File: config.mk
export PLATFORM = sky130hd
export DESIGN_NAME = json_byte_stream_lexer_flat
export DESIGN_NICKNAME = d
export VERILOG_FILES = /design/src/hdl/jbsl_pkg.sv /design/src/hdl/jbsl_if.sv /design/src/hdl/jbsl_front.sv /design/src/hdl/jbsl_queue.sv /design/src/hdl/json_byte_stream_lexer.sv /design/src/flat_wrapper.sv
export SDC_FILE = /design/constraint.sdc
export NUM_CORES = 2
export LEC_CHECK = 0
export BUFFER_PORTS_ARGS = -buffer_cell sky130_fd_sc_hd__buf_2
export CORE_MARGIN = 3
export CORE_UTILIZATION = 50
export DETAILED_ROUTE_END_ITERATION = 8
export PLACE_DENSITY_LB_ADDON = 0.12
export SYNTH_ARGS = -nofsm -noshare
export SYNTH_HDL_FRONTEND = slang
export SYNTH_SLANG_ARGS = --single-unit
File: constraint.sdc
create_clock -name clk_i -period 11.6 [get_ports clk_i]
set_input_delay 1.16 -clock clk_i [delete_from_list [all_inputs] [get_ports clk_i]]
set_output_delay 1.16 -clock clk_i [all_outputs]
set_load 0.02 [all_outputs]
File: src/hdl/jbsl_pkg.sv
package jbsl_pkg;

  localparam int unsigned MAX_RES = 4;
  localparam int unsigned QDEPTH  = 4;

  localparam logic [63:0] SIG_LIMIT  = 64'd922337203685477579;
  localparam logic [63:0] INT_LIM_LO = 64'd922337203685477580;
  localparam logic [63:0] INT_LIM_HI = 64'd922337203685477579;

  typedef enum logic [3:0] {
    TK_OBJ_OPEN  = 4'd0,
    TK_OBJ_CLOSE = 4'd1,
    TK_ARR_OPEN  = 4'd2,
    TK_ARR_CLOSE = 4'd3,
    TK_COLON     = 4'd4,
    TK_COMMA     = 4'd5,
    TK_STR_BYTE  = 4'd6,
    TK_STR_END   = 4'd7,
    TK_INT       = 4'd8,
    TK_REAL      = 4'd9,
    TK_TRUE      = 4'd10,
    TK_FALSE     = 4'd11,
    TK_NULL      = 4'd12,
    TK_END       = 4'd13,
    TK_ERROR     = 4'd14
  } tok_e;

  typedef enum logic [4:0] {
    M_VALUE, M_POST, M_STR, M_ESC, M_HEX, M_SURR_BS, M_SURR_U, M_HEX2, M_UTF8,
    M_LIT, M_NSIGN, M_NZERO, M_NINT, M_NDOT, M_NFRAC, M_NE, M_NESIGN, M_NEXP,
    M_HALT
  } mode_e;

  typedef struct packed {
    logic [2:0]                 cnt;
    logic [MAX_RES-1:0][3:0]    kind;
    logic [MAX_RES-1:0][7:0]    sbyte;
    logic [63:0]                num;
    logic [15:0]                expo;
    logic [31:0]                line;
  } run_t;

  function automatic run_t push(run_t r, tok_e k, logic [7:0] b);
    run_t o;
    o = r;
    if (r.cnt != 3'(MAX_RES)) begin
      o.kind[r.cnt[1:0]]  = k;
      o.sbyte[r.cnt[1:0]] = b;
      o.cnt               = r.cnt + 3'd1;
    end
    return o;
  endfunction

  function automatic logic [2:0] enc_len(logic [20:0] cp);
    logic [2:0] n;
    if (cp < 21'h80) n = 3'd1;
    else if (cp < 21'h800) n = 3'd2;
    else if (cp < 21'h10000) n = 3'd3;
    else n = 3'd4;
    return n;
  endfunction

  function automatic run_t push_cp(run_t r, logic [20:0] cp);
    run_t o;
    o = r;
    unique case (enc_len(cp))
      3'd1: o = push(o, TK_STR_BYTE, cp[7:0]);
      3'd2: begin
        o = push(o, TK_STR_BYTE, {3'b110, cp[10:6]});
        o = push(o, TK_STR_BYTE, {2'b10, cp[5:0]});
      end
      3'd3: begin
        o = push(o, TK_STR_BYTE, {4'b1110, cp[15:12]});
        o = push(o, TK_STR_BYTE, {2'b10, cp[11:6]});
        o = push(o, TK_STR_BYTE, {2'b10, cp[5:0]});
      end
      default: begin
        o = push(o, TK_STR_BYTE, {5'b11110, cp[20:18]});
        o = push(o, TK_STR_BYTE, {2'b10, cp[17:12]});
        o = push(o, TK_STR_BYTE, {2'b10, cp[11:6]});
        o = push(o, TK_STR_BYTE, {2'b10, cp[5:0]});
      end
    endcase
    return o;
  endfunction

  // bit 4 flags a hex digit
  function automatic logic [4:0] hex_val(logic [7:0] b);
    logic [4:0] r;
    r = 5'd0;
    if (b >= "0" && b <= "9") r = {1'b1, b[3:0]};
    else if (b >= "a" && b <= "f") r = {1'b1, 4'(b - 8'h57)};
    else if (b >= "A" && b <= "F") r = {1'b1, 4'(b - 8'h37)};
    return r;
  endfunction

  function automatic logic [2:0] lit_len(logic [1:0] sel);
    logic [2:0] n;
    unique case (sel)
      2'd0:    n = 3'd4;
      2'd1:    n = 3'd5;
      2'd2:    n = 3'd4;
      default: n = 3'd0;
    endcase
    return n;
  endfunction

  function automatic logic [7:0] lit_char(logic [1:0] sel, logic [2:0] pos);
    logic [7:0] c;
    unique case ({sel, pos})
      5'b00_000: c = "t";
      5'b00_001: c = "r";
      5'b00_010: c = "u";
      5'b00_011: c = "e";
      5'b01_000: c = "f";
      5'b01_001: c = "a";
      5'b01_010: c = "l";
      5'b01_011: c = "s";
      5'b01_100: c = "e";
      5'b10_000: c = "n";
      5'b10_001: c = "u";
      5'b10_010: c = "l";
      5'b10_011: c = "l";
      default:   c = 8'h00;
    endcase
    return c;
  endfunction

  function automatic tok_e lit_kind(logic [1:0] sel);
    tok_e k;
    unique case (sel)
      2'd0:    k = TK_TRUE;
      2'd1:    k = TK_FALSE;
      default: k = TK_NULL;
    endcase
    return k;
  endfunction

endpackage

File: src/hdl/jbsl_if.sv
interface jbsl_in_if;
  logic       valid;
  logic       ready;
  logic [7:0] text_byte;
  logic       end_of_text;

  modport source (output valid, output text_byte, output end_of_text, input ready);
  modport sink   (input valid, input text_byte, input end_of_text, output ready);
endinterface

interface jbsl_out_if;
  logic               valid;
  logic               ready;
  logic [3:0]         token_kind;
  logic [7:0]         string_byte;
  logic signed [63:0] number_value;
  logic signed [15:0] decimal_exponent;
  logic [31:0]        line_number;
  logic               last_of_run;

  modport source (output valid, output token_kind, output string_byte, output number_value,
                  output decimal_exponent, output line_number, output last_of_run,
                  input ready);
  modport sink   (input valid, input token_kind, input string_byte, input number_value,
                  input decimal_exponent, input line_number, input last_of_run,
                  output ready);
endinterface

File: src/hdl/jbsl_front.sv
module jbsl_front #(
  parameter int unsigned MAX_SIG_DIGITS = 19
) (
  input  logic             clk_i,
  input  logic             rst_ni,
  input  logic             valid_i,
  input  logic             ready_i,
  input  logic [7:0]       text_byte_i,
  input  logic             end_of_text_i,
  output logic             push_o,
  output jbsl_pkg::run_t   run_o
);

  localparam int unsigned SCW = $clog2(MAX_SIG_DIGITS + 1);

  jbsl_pkg::mode_e mode_q, mode_d;
  logic [15:0]     hex_q, hex_d;
  logic [1:0]      hcnt_q, hcnt_d;
  logic [9:0]      hi_q, hi_d;
  logic [20:0]     ucode_q, ucode_d;
  logic [2:0]      ulen_q, ulen_d;
  logic [1:0]      upend_q, upend_d;
  logic [63:0]     int_q, int_d;
  logic [63:0]     sig_q, sig_d;
  logic [15:0]     exp_q, exp_d;
  logic [15:0]     frac_q, frac_d;
  logic [15:0]     drop_q, drop_d;
  logic [SCW-1:0]  scnt_q, scnt_d;
  logic            neg_q, neg_d;
  logic            real_q, real_d;
  logic            eneg_q, eneg_d;
  logic [1:0]      lsel_q, lsel_d;
  logic [2:0]      lpos_q, lpos_d;
  logic [31:0]     line_q, line_d;

  jbsl_pkg::run_t  run;
  logic [7:0]      b;
  logic [3:0]      dv;
  logic            dig, ws;
  logic            do_int, do_frac, do_exp, do_finish, do_post, do_fail, do_end, rest;
  logic [63:0]     int10, sig10, mag;
  logic            int_ovf, sig_full;
  logic [15:0]     exp_new;
  logic signed [18:0] e_sum;
  logic [15:0]     e_sat;
  logic [4:0]      hv;
  logic [15:0]     hex_n;
  logic [20:0]     ucode_n, cp2;
  logic [1:0]      upend_n;
  logic [2:0]      lpos_n;
  logic            accept;

  assign accept = valid_i && ready_i;
  assign b      = text_byte_i;
  assign dig    = (b >= "0") && (b <= "9");
  assign dv     = dig ? b[3:0] : 4'd0;
  assign ws     = (b == " ") || (b == 8'h09) || (b == 8'h0D) || (b == 8'h0A);

  assign int10    = (int_q << 3) + (int_q << 1) + 64'(dv);
  assign sig10    = (sig_q << 3) + (sig_q << 1) + 64'(dv);
  assign int_ovf  = int_q > ((dv <= 4'd7) ? jbsl_pkg::INT_LIM_LO : jbsl_pkg::INT_LIM_HI);
  assign sig_full = (scnt_q >= SCW'(MAX_SIG_DIGITS)) || (sig_q > jbsl_pkg::SIG_LIMIT);
  assign exp_new  = (exp_q > ((dv <= 4'd5) ? 16'd6553 : 16'd6552)) ? 16'hFFFF
                  : 16'((exp_q << 3) + (exp_q << 1) + 16'(dv));

  assign e_sum = (eneg_q ? -$signed({3'b000, exp_q}) : $signed({3'b000, exp_q}))
               + $signed({3'b000, drop_q}) - $signed({3'b000, frac_q});
  assign e_sat = (e_sum > 19'sd32767) ? 16'h7FFF
               : (e_sum < -19'sd32768) ? 16'h8000 : e_sum[15:0];
  assign mag   = real_q ? sig_q : int_q;

  assign hv      = jbsl_pkg::hex_val(b);
  assign hex_n   = {hex_q[11:0], hv[3:0]};
  assign ucode_n = {ucode_q[14:0], b[5:0]};
  assign upend_n = upend_q - 2'd1;
  assign cp2     = 21'h10000 + {1'b0, hi_q, hex_n[9:0]};
  assign lpos_n  = lpos_q + 3'd1;

  always_comb begin
    mode_d  = mode_q;
    hex_d   = hex_q;
    hcnt_d  = hcnt_q;
    hi_d    = hi_q;
    ucode_d = ucode_q;
    ulen_d  = ulen_q;
    upend_d = upend_q;
    int_d   = int_q;
    sig_d   = sig_q;
    exp_d   = exp_q;
    frac_d  = frac_q;
    drop_d  = drop_q;
    scnt_d  = scnt_q;
    neg_d   = neg_q;
    real_d  = real_q;
    eneg_d  = eneg_q;
    lsel_d  = lsel_q;
    lpos_d  = lpos_q;
    line_d  = line_q;
    run      = '0;
    run.line = line_q;
    do_int = 1'b0; do_frac = 1'b0; do_exp = 1'b0; do_finish = 1'b0;
    do_post = 1'b0; do_fail = 1'b0; do_end = 1'b0; rest = 1'b0;

    if (end_of_text_i) begin
      unique case (mode_q)
        jbsl_pkg::M_HALT: ;
        jbsl_pkg::M_VALUE, jbsl_pkg::M_POST: do_end = 1'b1;
        jbsl_pkg::M_NZERO, jbsl_pkg::M_NINT, jbsl_pkg::M_NFRAC, jbsl_pkg::M_NEXP: begin
          do_finish = 1'b1;
          do_end    = 1'b1;
        end
        default: do_fail = 1'b1;
      endcase
    end else begin
      unique case (mode_q)
        jbsl_pkg::M_HALT: ;
        jbsl_pkg::M_VALUE: begin
          if (ws) begin
            if (b == 8'h0A && line_q != 32'hFFFF_FFFF) line_d = line_q + 32'd1;
          end else begin
            priority case (b)
              "{": run = jbsl_pkg::push(run, jbsl_pkg::TK_OBJ_OPEN, 8'h00);
              "[": run = jbsl_pkg::push(run, jbsl_pkg::TK_ARR_OPEN, 8'h00);
              "}": begin
                run    = jbsl_pkg::push(run, jbsl_pkg::TK_OBJ_CLOSE, 8'h00);
                mode_d = jbsl_pkg::M_POST;
              end
              "]": begin
                run    = jbsl_pkg::push(run, jbsl_pkg::TK_ARR_CLOSE, 8'h00);
                mode_d = jbsl_pkg::M_POST;
              end
              "\"": mode_d = jbsl_pkg::M_STR;
              "t", "f", "n": begin
                lsel_d = (b == "t") ? 2'd0 : (b == "f") ? 2'd1 : 2'd2;
                lpos_d = 3'd1;
                mode_d = jbsl_pkg::M_LIT;
              end
              default: begin
                if (b == "-" || dig) begin
                  int_d  = 64'(dv);
                  sig_d  = 64'(dv);
                  scnt_d = (dv != 4'd0) ? SCW'(1) : SCW'(0);
                  exp_d  = '0;
                  frac_d = '0;
                  drop_d = '0;
                  neg_d  = (b == "-");
                  real_d = 1'b0;
                  eneg_d = 1'b0;
                  mode_d = (b == "-") ? jbsl_pkg::M_NSIGN
                         : (b == "0") ? jbsl_pkg::M_NZERO : jbsl_pkg::M_NINT;
                end else begin
                  do_fail = 1'b1;
                end
              end
            endcase
          end
        end
        jbsl_pkg::M_POST: do_post = 1'b1;
        jbsl_pkg::M_STR: begin
          if (b < 8'h20 || b == 8'h7F) begin
            do_fail = 1'b1;
          end else if (b == "\"") begin
            run    = jbsl_pkg::push(run, jbsl_pkg::TK_STR_END, 8'h00);
            mode_d = jbsl_pkg::M_POST;
          end else if (b == "\\") begin
            mode_d = jbsl_pkg::M_ESC;
          end else if (b < 8'h80) begin
            run = jbsl_pkg::push(run, jbsl_pkg::TK_STR_BYTE, b);
          end else if (b[7:5] == 3'b110) begin
            ulen_d = 3'd2; ucode_d = 21'(b[4:0]); upend_d = 2'd1; mode_d = jbsl_pkg::M_UTF8;
          end else if (b[7:4] == 4'b1110) begin
            ulen_d = 3'd3; ucode_d = 21'(b[3:0]); upend_d = 2'd2; mode_d = jbsl_pkg::M_UTF8;
          end else if (b[7:3] == 5'b11110) begin
            ulen_d = 3'd4; ucode_d = 21'(b[2:0]); upend_d = 2'd3; mode_d = jbsl_pkg::M_UTF8;
          end else begin
            do_fail = 1'b1;
          end
        end
        jbsl_pkg::M_UTF8: begin
          if (b[7:6] != 2'b10) begin
            do_fail = 1'b1;
          end else begin
            ucode_d = ucode_n;
            upend_d = upend_n;
            if (upend_n == 2'd0) begin
              if (jbsl_pkg::enc_len(ucode_n) != ulen_q || ucode_n >= 21'h110000 ||
                  (ucode_n & 21'h1FF800) == 21'h00D800 ||
                  (ucode_n >= 21'h00FDD0 && ucode_n <= 21'h00FDEF) ||
                  (ucode_n & 21'h00FFFE) == 21'h00FFFE) begin
                do_fail = 1'b1;
              end else begin
                run    = jbsl_pkg::push_cp(run, ucode_n);
                mode_d = jbsl_pkg::M_STR;
              end
            end
          end
        end
        jbsl_pkg::M_ESC: begin
          priority case (b)
            "\"", "\\", "/": begin
              run = jbsl_pkg::push(run, jbsl_pkg::TK_STR_BYTE, b); mode_d = jbsl_pkg::M_STR;
            end
            "b": begin
              run = jbsl_pkg::push(run, jbsl_pkg::TK_STR_BYTE, 8'h08); mode_d = jbsl_pkg::M_STR;
            end
            "f": begin
              run = jbsl_pkg::push(run, jbsl_pkg::TK_STR_BYTE, 8'h0C); mode_d = jbsl_pkg::M_STR;
            end
            "n": begin
              run = jbsl_pkg::push(run, jbsl_pkg::TK_STR_BYTE, 8'h0A); mode_d = jbsl_pkg::M_STR;
            end
            "r": begin
              run = jbsl_pkg::push(run, jbsl_pkg::TK_STR_BYTE, 8'h0D); mode_d = jbsl_pkg::M_STR;
            end
            "t": begin
              run = jbsl_pkg::push(run, jbsl_pkg::TK_STR_BYTE, 8'h09); mode_d = jbsl_pkg::M_STR;
            end
            "u": begin
              hex_d = '0; hcnt_d = '0; mode_d = jbsl_pkg::M_HEX;
            end
            default: do_fail = 1'b1;
          endcase
        end
        jbsl_pkg::M_HEX, jbsl_pkg::M_HEX2: begin
          if (!hv[4]) begin
            do_fail = 1'b1;
          end else begin
            hex_d  = hex_n;
            hcnt_d = hcnt_q + 2'd1;
            if (hcnt_q == 2'd3) begin
              if (hex_n == 16'h0000) begin
                do_fail = 1'b1;
              end else if (mode_q == jbsl_pkg::M_HEX) begin
                if (hex_n[15:11] != 5'b11011) begin
                  run    = jbsl_pkg::push_cp(run, 21'(hex_n));
                  mode_d = jbsl_pkg::M_STR;
                end else if (hex_n >= 16'hDC00) begin
                  do_fail = 1'b1;
                end else begin
                  hi_d   = hex_n[9:0];
                  mode_d = jbsl_pkg::M_SURR_BS;
                end
              end else if (hex_n[15:10] != 6'b110111) begin
                do_fail = 1'b1;
              end else begin
                run    = jbsl_pkg::push_cp(run, cp2);
                mode_d = jbsl_pkg::M_STR;
              end
            end
          end
        end
        jbsl_pkg::M_SURR_BS: begin
          if (b == "\\") mode_d = jbsl_pkg::M_SURR_U;
          else do_fail = 1'b1;
        end
        jbsl_pkg::M_SURR_U: begin
          if (b == "u") begin
            hex_d = '0; hcnt_d = '0; mode_d = jbsl_pkg::M_HEX2;
          end else begin
            do_fail = 1'b1;
          end
        end
        jbsl_pkg::M_LIT: begin
          if (lpos_q >= jbsl_pkg::lit_len(lsel_q) || b != jbsl_pkg::lit_char(lsel_q, lpos_q)) begin
            do_fail = 1'b1;
          end else begin
            lpos_d = lpos_n;
            if (lpos_n == jbsl_pkg::lit_len(lsel_q)) begin
              run    = jbsl_pkg::push(run, jbsl_pkg::lit_kind(lsel_q), 8'h00);
              mode_d = jbsl_pkg::M_POST;
            end
          end
        end
        jbsl_pkg::M_NSIGN: begin
          if (b == "0") mode_d = jbsl_pkg::M_NZERO;
          else if (dig) begin
            do_int = 1'b1; mode_d = jbsl_pkg::M_NINT;
          end else do_fail = 1'b1;
        end
        jbsl_pkg::M_NDOT: begin
          if (dig) begin
            do_frac = 1'b1; mode_d = jbsl_pkg::M_NFRAC;
          end else do_fail = 1'b1;
        end
        jbsl_pkg::M_NE: begin
          if (b == "-") begin
            eneg_d = 1'b1; mode_d = jbsl_pkg::M_NESIGN;
          end else if (b == "+") begin
            mode_d = jbsl_pkg::M_NESIGN;
          end else if (dig) begin
            do_exp = 1'b1; mode_d = jbsl_pkg::M_NEXP;
          end else do_fail = 1'b1;
        end
        jbsl_pkg::M_NESIGN: begin
          if (dig) begin
            do_exp = 1'b1; mode_d = jbsl_pkg::M_NEXP;
          end else do_fail = 1'b1;
        end
        jbsl_pkg::M_NZERO: rest = 1'b1;
        jbsl_pkg::M_NINT: begin
          if (dig) do_int = 1'b1;
          else rest = 1'b1;
        end
        jbsl_pkg::M_NFRAC: begin
          if (dig) do_frac = 1'b1;
          else rest = 1'b1;
        end
        jbsl_pkg::M_NEXP: begin
          if (dig) do_exp = 1'b1;
          else begin
            do_finish = 1'b1; do_post = 1'b1;
          end
        end
        default: do_fail = 1'b1;
      endcase
    end

    if (rest) begin
      if (b == "." && mode_q != jbsl_pkg::M_NFRAC) begin
        real_d = 1'b1; mode_d = jbsl_pkg::M_NDOT;
      end else if (b == "e" || b == "E") begin
        real_d = 1'b1; mode_d = jbsl_pkg::M_NE;
      end else begin
        do_finish = 1'b1; do_post = 1'b1;
      end
    end

    if (do_int) begin
      if (!real_q) begin
        if (int_ovf) real_d = 1'b1;
        else int_d = int10;
      end
      if (sig_full) begin
        if (drop_q != 16'hFFFF) drop_d = drop_q + 16'd1;
      end else begin
        sig_d = sig10;
        if (sig10 != 64'd0) scnt_d = scnt_q + SCW'(1);
      end
    end
    if (do_frac && !sig_full) begin
      sig_d = sig10;
      if (frac_q != 16'hFFFF) frac_d = frac_q + 16'd1;
      if (sig10 != 64'd0) scnt_d = scnt_q + SCW'(1);
    end
    if (do_exp) exp_d = exp_new;

    if (do_finish) begin
      run      = jbsl_pkg::push(run, real_q ? jbsl_pkg::TK_REAL : jbsl_pkg::TK_INT, 8'h00);
      run.num  = neg_q ? (64'd0 - mag) : mag;
      run.expo = real_q ? e_sat : 16'd0;
      mode_d   = jbsl_pkg::M_POST;
    end

    if (do_post) begin
      if (ws) begin
        if (b == 8'h0A && line_q != 32'hFFFF_FFFF) line_d = line_q + 32'd1;
      end else begin
        priority case (b)
          ":": begin
            run = jbsl_pkg::push(run, jbsl_pkg::TK_COLON, 8'h00); mode_d = jbsl_pkg::M_VALUE;
          end
          ",": begin
            run = jbsl_pkg::push(run, jbsl_pkg::TK_COMMA, 8'h00); mode_d = jbsl_pkg::M_VALUE;
          end
          "}": begin
            run = jbsl_pkg::push(run, jbsl_pkg::TK_OBJ_CLOSE, 8'h00); mode_d = jbsl_pkg::M_POST;
          end
          "]": begin
            run = jbsl_pkg::push(run, jbsl_pkg::TK_ARR_CLOSE, 8'h00); mode_d = jbsl_pkg::M_POST;
          end
          default: do_fail = 1'b1;
        endcase
      end
    end

    if (do_fail) begin
      run    = jbsl_pkg::push(run, jbsl_pkg::TK_ERROR, 8'h00);
      mode_d = jbsl_pkg::M_HALT;
    end
    if (do_end) run = jbsl_pkg::push(run, jbsl_pkg::TK_END, 8'h00);
  end

  assign push_o = accept && (run.cnt != 3'd0);
  assign run_o  = run;

  always_ff @(posedge clk_i or negedge rst_ni) begin
    if (!rst_ni) begin
      mode_q  <= jbsl_pkg::M_VALUE;
      hex_q   <= '0;
      hcnt_q  <= '0;
      hi_q    <= '0;
      ucode_q <= '0;
      ulen_q  <= '0;
      upend_q <= '0;
      int_q   <= '0;
      sig_q   <= '0;
      exp_q   <= '0;
      frac_q  <= '0;
      drop_q  <= '0;
      scnt_q  <= '0;
      neg_q   <= 1'b0;
      real_q  <= 1'b0;
      eneg_q  <= 1'b0;
      lsel_q  <= '0;
      lpos_q  <= '0;
      line_q  <= 32'd1;
    end else if (accept) begin
      mode_q  <= mode_d;
      hex_q   <= hex_d;
      hcnt_q  <= hcnt_d;
      hi_q    <= hi_d;
      ucode_q <= ucode_d;
      ulen_q  <= ulen_d;
      upend_q <= upend_d;
      int_q   <= int_d;
      sig_q   <= sig_d;
      exp_q   <= exp_d;
      frac_q  <= frac_d;
      drop_q  <= drop_d;
      scnt_q  <= scnt_d;
      neg_q   <= neg_d;
      real_q  <= real_d;
      eneg_q  <= eneg_d;
      lsel_q  <= lsel_d;
      lpos_q  <= lpos_d;
      line_q  <= line_d;
    end
  end

endmodule

File: src/hdl/jbsl_queue.sv
module jbsl_queue (
  input  logic               clk_i,
  input  logic               rst_ni,
  input  logic               push_i,
  input  jbsl_pkg::run_t     run_i,
  output logic               ready_o,
  jbsl_out_if.source         out_o
);

  localparam int unsigned PW = $clog2(jbsl_pkg::QDEPTH);
  localparam int unsigned CW = $clog2(jbsl_pkg::QDEPTH + 1);

  jbsl_pkg::run_t mem_q [jbsl_pkg::QDEPTH];
  logic [PW-1:0]  wr_q, wr_d, rd_q, rd_d;
  logic [CW-1:0]  cnt_q, cnt_d;
  logic [1:0]     idx_q, idx_d;
  jbsl_pkg::run_t head;
  logic           last, pop;

  assign ready_o = (cnt_q != CW'(jbsl_pkg::QDEPTH));
  assign head    = mem_q[rd_q];
  assign last    = ({1'b0, idx_q} == (head.cnt - 3'd1));
  assign pop     = out_o.valid && out_o.ready && last;

  assign out_o.valid            = (cnt_q != '0);
  assign out_o.token_kind       = head.kind[idx_q];
  assign out_o.string_byte      = head.sbyte[idx_q];
  assign out_o.number_value     = (idx_q == 2'd0) ? head.num : 64'sd0;
  assign out_o.decimal_exponent = (idx_q == 2'd0) ? head.expo : 16'sd0;
  assign out_o.line_number      = head.line;
  assign out_o.last_of_run      = last;

  always_comb begin
    wr_d  = push_i ? wr_q + PW'(1) : wr_q;
    rd_d  = pop ? rd_q + PW'(1) : rd_q;
    cnt_d = cnt_q + CW'(push_i) - CW'(pop);
    idx_d = idx_q;
    if (out_o.valid && out_o.ready) idx_d = last ? 2'd0 : idx_q + 2'd1;
  end

  always_ff @(posedge clk_i) begin
    if (push_i) mem_q[wr_q] <= run_i;
  end

  always_ff @(posedge clk_i or negedge rst_ni) begin
    if (!rst_ni) begin
      wr_q  <= '0;
      rd_q  <= '0;
      cnt_q <= '0;
      idx_q <= '0;
    end else begin
      wr_q  <= wr_d;
      rd_q  <= rd_d;
      cnt_q <= cnt_d;
      idx_q <= idx_d;
    end
  end

endmodule

File: src/hdl/json_byte_stream_lexer.sv
// Output: the tokens of a text beat are registered in the queue when the beat is taken, then presented.
// Throughput: one text beat per cycle while the queue is not full; the tokens of a beat are
// presented in turn from one entry of a four-entry queue of token runs between the lexer and
// the output, which sets how far input runs ahead.
// Reset: asynchronous, active low; value mode, line count 1, queue empty, all counters zero.
module json_byte_stream_lexer #(
  parameter int unsigned MAX_SIG_DIGITS = 19
) (
  input  logic        clk_i,
  input  logic        rst_ni,
  jbsl_in_if.sink     in_i,
  jbsl_out_if.source  out_o
);

  logic           push;
  logic           q_ready;
  jbsl_pkg::run_t run;

  assign in_i.ready = q_ready;

  jbsl_front #(
    .MAX_SIG_DIGITS (MAX_SIG_DIGITS)
  ) u_front (
    .clk_i         (clk_i),
    .rst_ni        (rst_ni),
    .valid_i       (in_i.valid),
    .ready_i       (q_ready),
    .text_byte_i   (in_i.text_byte),
    .end_of_text_i (in_i.end_of_text),
    .push_o        (push),
    .run_o         (run)
  );

  jbsl_queue u_queue (
    .clk_i   (clk_i),
    .rst_ni  (rst_ni),
    .push_i  (push),
    .run_i   (run),
    .ready_o (q_ready),
    .out_o   (out_o)
  );

endmodule

File: src/flat_wrapper.sv
// flat-port wrapper written by rule: the top's interface ports become plain ports
module json_byte_stream_lexer_flat 
#(
  parameter int unsigned MAX_SIG_DIGITS = 19
)
  (clk_i, rst_ni, in_i_valid, in_i_text_byte, in_i_end_of_text, in_i_ready, out_o_valid, out_o_token_kind, out_o_string_byte, out_o_number_value, out_o_decimal_exponent, out_o_line_number, out_o_last_of_run, out_o_ready);
  jbsl_in_if in_i_i ();
  jbsl_out_if out_o_i ();
  input  logic clk_i;
  input  logic rst_ni;
  input wire logic [$bits(in_i_i.valid)-1:0] in_i_valid;
  input wire logic [$bits(in_i_i.text_byte)-1:0] in_i_text_byte;
  input wire logic [$bits(in_i_i.end_of_text)-1:0] in_i_end_of_text;
  output wire logic [$bits(in_i_i.ready)-1:0] in_i_ready;
  output wire logic [$bits(out_o_i.valid)-1:0] out_o_valid;
  output wire logic [$bits(out_o_i.token_kind)-1:0] out_o_token_kind;
  output wire logic [$bits(out_o_i.string_byte)-1:0] out_o_string_byte;
  output wire logic [$bits(out_o_i.number_value)-1:0] out_o_number_value;
  output wire logic [$bits(out_o_i.decimal_exponent)-1:0] out_o_decimal_exponent;
  output wire logic [$bits(out_o_i.line_number)-1:0] out_o_line_number;
  output wire logic [$bits(out_o_i.last_of_run)-1:0] out_o_last_of_run;
  input wire logic [$bits(out_o_i.ready)-1:0] out_o_ready;
  assign in_i_i.valid = in_i_valid;
  assign in_i_i.text_byte = in_i_text_byte;
  assign in_i_i.end_of_text = in_i_end_of_text;
  assign in_i_ready = in_i_i.ready;
  assign out_o_valid = out_o_i.valid;
  assign out_o_token_kind = out_o_i.token_kind;
  assign out_o_string_byte = out_o_i.string_byte;
  assign out_o_number_value = out_o_i.number_value;
  assign out_o_decimal_exponent = out_o_i.decimal_exponent;
  assign out_o_line_number = out_o_i.line_number;
  assign out_o_last_of_run = out_o_i.last_of_run;
  assign out_o_i.ready = out_o_ready;
  json_byte_stream_lexer #(.MAX_SIG_DIGITS(MAX_SIG_DIGITS)) u_core (.clk_i(clk_i), .rst_ni(rst_ni), .in_i(in_i_i), .out_o(out_o_i));
endmodule
[Word level (Yosys, flattened, before mapping)]
Memory sizes are Yosys's and may differ from the RTL's.
Cells that the tools add are included.
Storage, ports and cells
  flip-flop bits (word level): 279
  RAM bits: 652
  ROM bits: 224
  input port bits: 13
  output and inout port bits: 127
  logic and storage cells: 1137
  memories: 2
Memories
  u_core.u_queue.mem_q: words 4, bits a word 163, read ports 1, clocked after memory_dff 0, wr ports 1, RTL line jbsl_queue.sv:13  | jbsl_pkg::run_t mem_q [jbsl_pkg::QDEPTH];
  (no name shown): words 32, bits a word 7, read ports 1, clocked after memory_dff 0, wr ports 0, RTL line jbsl_pkg.sv:110  | unique case ({sel, pos})
Operators by class
  add/subtract/negate cells: 48
  $lt $le $gt $ge: 74
  equal/unequal tests: 112
  muxes and demuxes: 694
  bitwise operators: 90
  reduce and logical (&&, ||, !) cells: 94
Operators with widths (count)
  two-way mux 51 bit: 91
  two-way mux 163 bit: 15
  one-hot mux 163 bit (3 select lines): 3
  two-way mux 64 bit: 19
  two-way mux 161 bit: 7
  one-hot mux 163 bit (6 select lines): 1
  one-hot mux 161 bit (6 select lines): 1
  two-way mux 8 bit: 91
  one-hot mux 163 bit (4 select lines): 1
  one-hot mux 161 bit (4 select lines): 1
  bitwise mux 32 bit: 18
  two-way mux 16 bit: 26
  two-way mux 4 bit: 90
  demux 8 bit (select 2 bit): 22
  two-way mux 3 bit: 109
  two-way mux 5 bit: 50
  two-way mux 32 bit: 7
  demux 4 bit (select 2 bit): 22
  inverter 8 bit: 20
  adder 64 x 4 -> 64 bit: 2
  adder 64 bit: 2
  AND 32 bit: 4
  inverter 32 bit: 4
  two-way mux 15 bit: 8
  other kinds (120): 498

[Logic depth before layout (Yosys ltp)]
  depth after elaboration: 110
  depth in mapped cells: 39
  mapped depth without buffers: 37

[Hierarchy]
A second synthesis with hierarchy kept.
Unflattened totals
  cells, all modules: 5024
  area total of the unflattened synthesis: 55468.2 um2
Modules (own cells, without submodules)
  jbsl_front: instances 1, cells an instance 4015, area an instance 30650.6 um2, seq. area each 6757.7 um2
  jbsl_queue: instances 1, cells an instance 1009, area an instance 24817.6 um2, seq. area each 19804.0 um2

[Least setup slack after synthesis]
Ideal clock, no wire load.
  kind: input port to flip-flop
  from: input port in_i_text_byte[1]
  to: memory u_core.u_queue.mem_q[0][0] (netlist bit) (enable)
  setup time: 0.540 ns
  arrival time: 10.790 ns
  data required time: 11.060 ns
  path slack: 0.270 ns
  cell stages on the path: 31
  buffers on the path: 3
  path through: buf_2 -> clkbuf_1 -> inv_1 -> ha_1 -> clkbuf_1 -> or3b_1 -> and2_1 -> a22oi_1 -> a41oi_2 -> and2_1 -> a2111oi_0 -> a31o_2 -> inv_1 -> ha_1 -> nor2_1 -> nor2_1 -> ha_1 -> inv_1 -> o211a_1 -> a21oi_1 -> inv_1 -> ha_1 -> a21oi_1 -> xnor2_1 -> inv_1 -> ha_1 -> nand2_1 -> nor2_1 -> a221oi_1 -> o31a_2 -> and2_1
RTL lines
  start, declared: RTL line flat_wrapper.sv:12  | input wire logic [$bits(in_i_i.text_byte)-1:0] in_i_text_byte;
  end, declared: RTL line jbsl_queue.sv:13

==> flow_summary.yaml <==
timing:
  drv_slew: 0
  timing.fmax_ghz: 0.1021
  tightest_slew_ns: 1.158
  post-route-min-period_ns: 9.790
  rsz0062_at_grt: "no"
  clock_skew_ns: 0.04436
  tns_ns: 0
  whs_ns: 0.5058
  finalHoldViolations: 0
  fin_crit_sh: 0.8440
  finalSetupViolCount: 0
  maxSlewHeadroom: 0.2262
flow_run:
  maxCapViolations: 0
critical_path:
  critical_path.slowest_cell: "and2_4"
  setup.worst_path.end_class: "flop"
  crit_top_cell: "ha_1"
  cp-start-kind: "input pin"
  crit_required_ns: 11.92
  worst_ep_arrival_time_ns: 10.11
  r2r-start: "u_core.u_front.lsel_q[1]"
  crit_buf_inv: 7
  worstPathMaxFanout: 53
  r2r_end: "u_core.u_queue.mem_q[1][96]"
  rr_worst_depth: 31
  slowest_delay_ns: 0.75
  cpLargestDelayFamily: "compound AO/OA/AOI/OAI gates"
  critPathKind: "in2reg"
  reg2reg_slack_ns: 2.94
global_route:
  grt_max_degree: 100
  gr-total-overflow: 0
  grtUsageMet2: 0.4147
  use_met1: 0.4087
  globalRouteMet3Util: 0.04288
  grt_pass1_vias: 39160
  busiest_layer: "met2"
  antenna_found_initial: 6
  grt_usage: 0.2746
  grt_pass1_wl_mm: 241.9
synth:
  synth_fp_nets: 5389
  yosysWarnings: 0
  synthFlopType: "edfxtp_1"
  syn_inst: 5012
  synth_cell_types: 109
  synth.cell_area_um2: 54900
  synth-async-reset-ratio: 0.3036
  synth_area_per_cell_um2: 10.95
  seq_area_frac_synth: 0.4772
  ys_ff_latch: 919
  synth_edf_count: 640
placed_design:
  portBuffers: 139
  place.gp.congestion: 0.9499
  dp_hpwl_mm: 113.9
floorplanning:
  ios: 140
  die_w_um: 337.4
  die_area_um2: 113800
  initial_core_util: 0.5086
  num_rows: 120
  die_h_um: 337.4
  coreArea_um2: 108000
route:
  vias_per_cell: 6.259
  first_pass_iters: 6
  postRouteAntennaNets: 0
  wl_per_cell_um: 24.00
  post-route-drc-count: 0
  vias: 41010
  routed_wl_mm: 157.2
  drt-initial-drc-count: 3836
cts:
  postCtsResizedCells: 0
  worst_skew_pair.late_latency_ns: 0.70
  max-clock-path-buffers: 3
  cts.sinks: 919
  h-tree-depth: 3
  clk_pin_slew_ns: 0.06
  cts_hold_buf: 0
  tritoncts: "done"
  cts_setup_buffers: 0
  cts_root_buf: "clkbuf_16"
  numCtsBuffers: 96
power:
  totalPowerFinal_uw: 10220
  peakVddDrop_mv: 0.1569
  power_density_nw_per_um2: 169.7
  p_leak_uw: 0.02376
finish:
  post-route-util: 0.5581
  fillerInstances: 9131
  drive_above_1_share: 0.1206
  final_nets: 5441
  area_growth_pct: 9.745
min_path:
  hold_class: "in2async"
status:
  status: "finished clean"
## Yosys cell counts, drive strengths merged (22+ instances only)
| master | count | area [um^2] |
|---|---|---|
| or2 | 26 | 165.2 |
| xor2 | 68 | 595.6 |
| inv | 143 | 536.8 |
| buf | 58 | 272.8 |
| and2 | 105 | 656.9 |
| a21oi | 316 | 1582 |
| xnor2 | 190 | 1664 |
| and3 | 53 | 331.6 |
| nand2 | 517 | 1941 |
| nor3 | 117 | 590.6 |
| a22oi | 32 | 240.2 |
| nor4 | 48 | 315.3 |
| nor2 | 363 | 1365 |
| dfrtp | 278 | 6957 |
| nor2b | 28 | 175.2 |
| o21bai | 30 | 225.2 |
| clkbuf | 180 | 676.9 |
| ha | 341 | 4267 |
| mux2i | 74 | 748.2 |
| mux2 | 22 | 251.5 |
| fa | 23 | 460.4 |
| o31ai | 34 | 274.0 |
| a211oi | 23 | 182.7 |
| a21o | 88 | 660.6 |
| mux4 | 167 | 3761 |
| o22ai | 23 | 143.9 |
| a31oi | 37 | 231.5 |
| nand3 | 138 | 690.7 |
| o21a | 30 | 225.2 |
| nand2b | 37 | 231.5 |
| edfxtp | 640 | 19220 |
| a22o | 31 | 271.5 |
| nand4 | 53 | 337.8 |
| o211ai | 24 | 185.2 |
| or3 | 27 | 168.9 |
| o21ai | 404 | 2029 |
## stage by stage
step,area [um^2],setup WS [ns],cells
floorplan,54900,0.2701,5012
global route,60250,1.221,6551
finish,60250,1.810,6552
CTS,60250,1.969,6551
global placement,56990,1.513,6369
detailed placement,56990,1.307,6369
## cells by family after synthesis
kind of cell / after synthesis / synth area share
muxes: 263 / 0.08672
buffers and inverters: 382 / 0.02714
xor gates and xnor gates: 258 / 0.04116
adders and majority gates: 364 / 0.08610
AOI/OAI and AO/OA: 1240 / 0.1428
and+or+nand+nor: 1586 / 0.1388
DFF: 919 / 0.4772
## layout make-up
| class | instances | area [um^2] | share of cell area |
|---|---|---|---|
| antenna | 1 | 2.502 | 0.00004153 |
| clock buffer | 125 | 2621 | 0.04351 |
| clock inverter | 57 | 638.1 | 0.01059 |
| inverter | 144 | 540.5 | 0.008971 |
| multi-input combinational | 3711 | 27280 | 0.4527 |
| sequential | 919 | 26210 | 0.4351 |
| tap | 1403 | 1755 | 0.02914 |
| timing repair buffer | 192 | 1204 | 0.01998 |
## worst max-delay path by stage
| stage | endpoint | cells after the start | from | slack, ns |
|---|---|---|---|---|
| 6_report | u_core.u_queue.mem_q[1][96] | 30 | in_i_text_byte[0] | 1.81 |
| 5_1_grt | u_core.u_queue.mem_q[1][96] | 30 | in_i_text_byte[0] | 1.22 |
| 4_1_cts | u_core.u_queue.mem_q[1][96] | 30 | in_i_text_byte[0] | 1.97 |
| 3_5_place_dp | u_core.u_queue.mem_q[1][96] | 30 | in_i_text_byte[0] | 1.31 |
| 3_3_place_gp | u_core.u_queue.mem_q[1][96] | 30 | in_i_text_byte[0] | 1.51 |
| 2_1_floorplan | u_core.u_queue.mem_q[0][0] | 31 | in_i_text_byte[1] | 0.27 |
## state kept, by name, summed over array words and instances, names as in the netlist, 3 cells and up
register / cells
u_core.u_front.drop_q: 16
u_core.u_front.exp_q: 16
u_core.u_front.frac_q: 16
u_core.u_front.hex_q: 12
u_core.u_front.hi_q: 10
u_core.u_front.int_q: 64
u_core.u_front.line_q: 32
u_core.u_front.lpos_q: 3
u_core.u_front.mode_q: 5
u_core.u_front.scnt_q: 5
u_core.u_front.sig_q: 64
u_core.u_front.ucode_q: 15
u_core.u_front.ulen_q: 3
u_core.u_queue.cnt_q: 3
u_core.u_queue.mem_q: 640
## where the power goes
part	leakage [uW]	internal, uW	switching (uW)
combinational	0.0125	1220	1790
sequential	0.00971	3870	206
clock	0.00159	1800	1350
total	0.0238	6880	3340
## metal layers
layer | vias up | part of all wire
met2 | 1372 | 0.44
met3 | 242 | 0.066
met5 | - | 0.00036
met4 | 8 | 0.030
li1 | 18980 | -
met1 | 20400 | 0.46
## layout by cell type, fill, tap and decap left out, types with 25 or more instances in the layout
master	Yosys	routed
edfxtp_1	640	640
nand2_1	517	515
o21ai_0	395	395
nor2_1	362	361
ha_1	341	340
a21oi_1	316	315
dfrtp_1	278	274
xnor2_1	190	190
mux4_2	167	167
inv_1	143	143
buf_2	20	138
nand3_1	138	137
nor3_1	116	116
and2_1	105	101
clkbuf_16	0	96
a21o_1	88	88
mux2i_1	72	72
xor2_1	68	68
and3_1	53	53
nand4_1	52	52
nor4_1	47	46
buf_4	0	45
nand2b_1	37	37
a31oi_1	37	37
a22oi_1	32	32
o31ai_1	32	32
a22o_1	31	31
o21a_1	30	30
o21bai_1	30	30
nor2b_1	28	28
or3_1	27	27
or2_2	25	25
No activity file was read; power rests on OpenSTA's default activity.
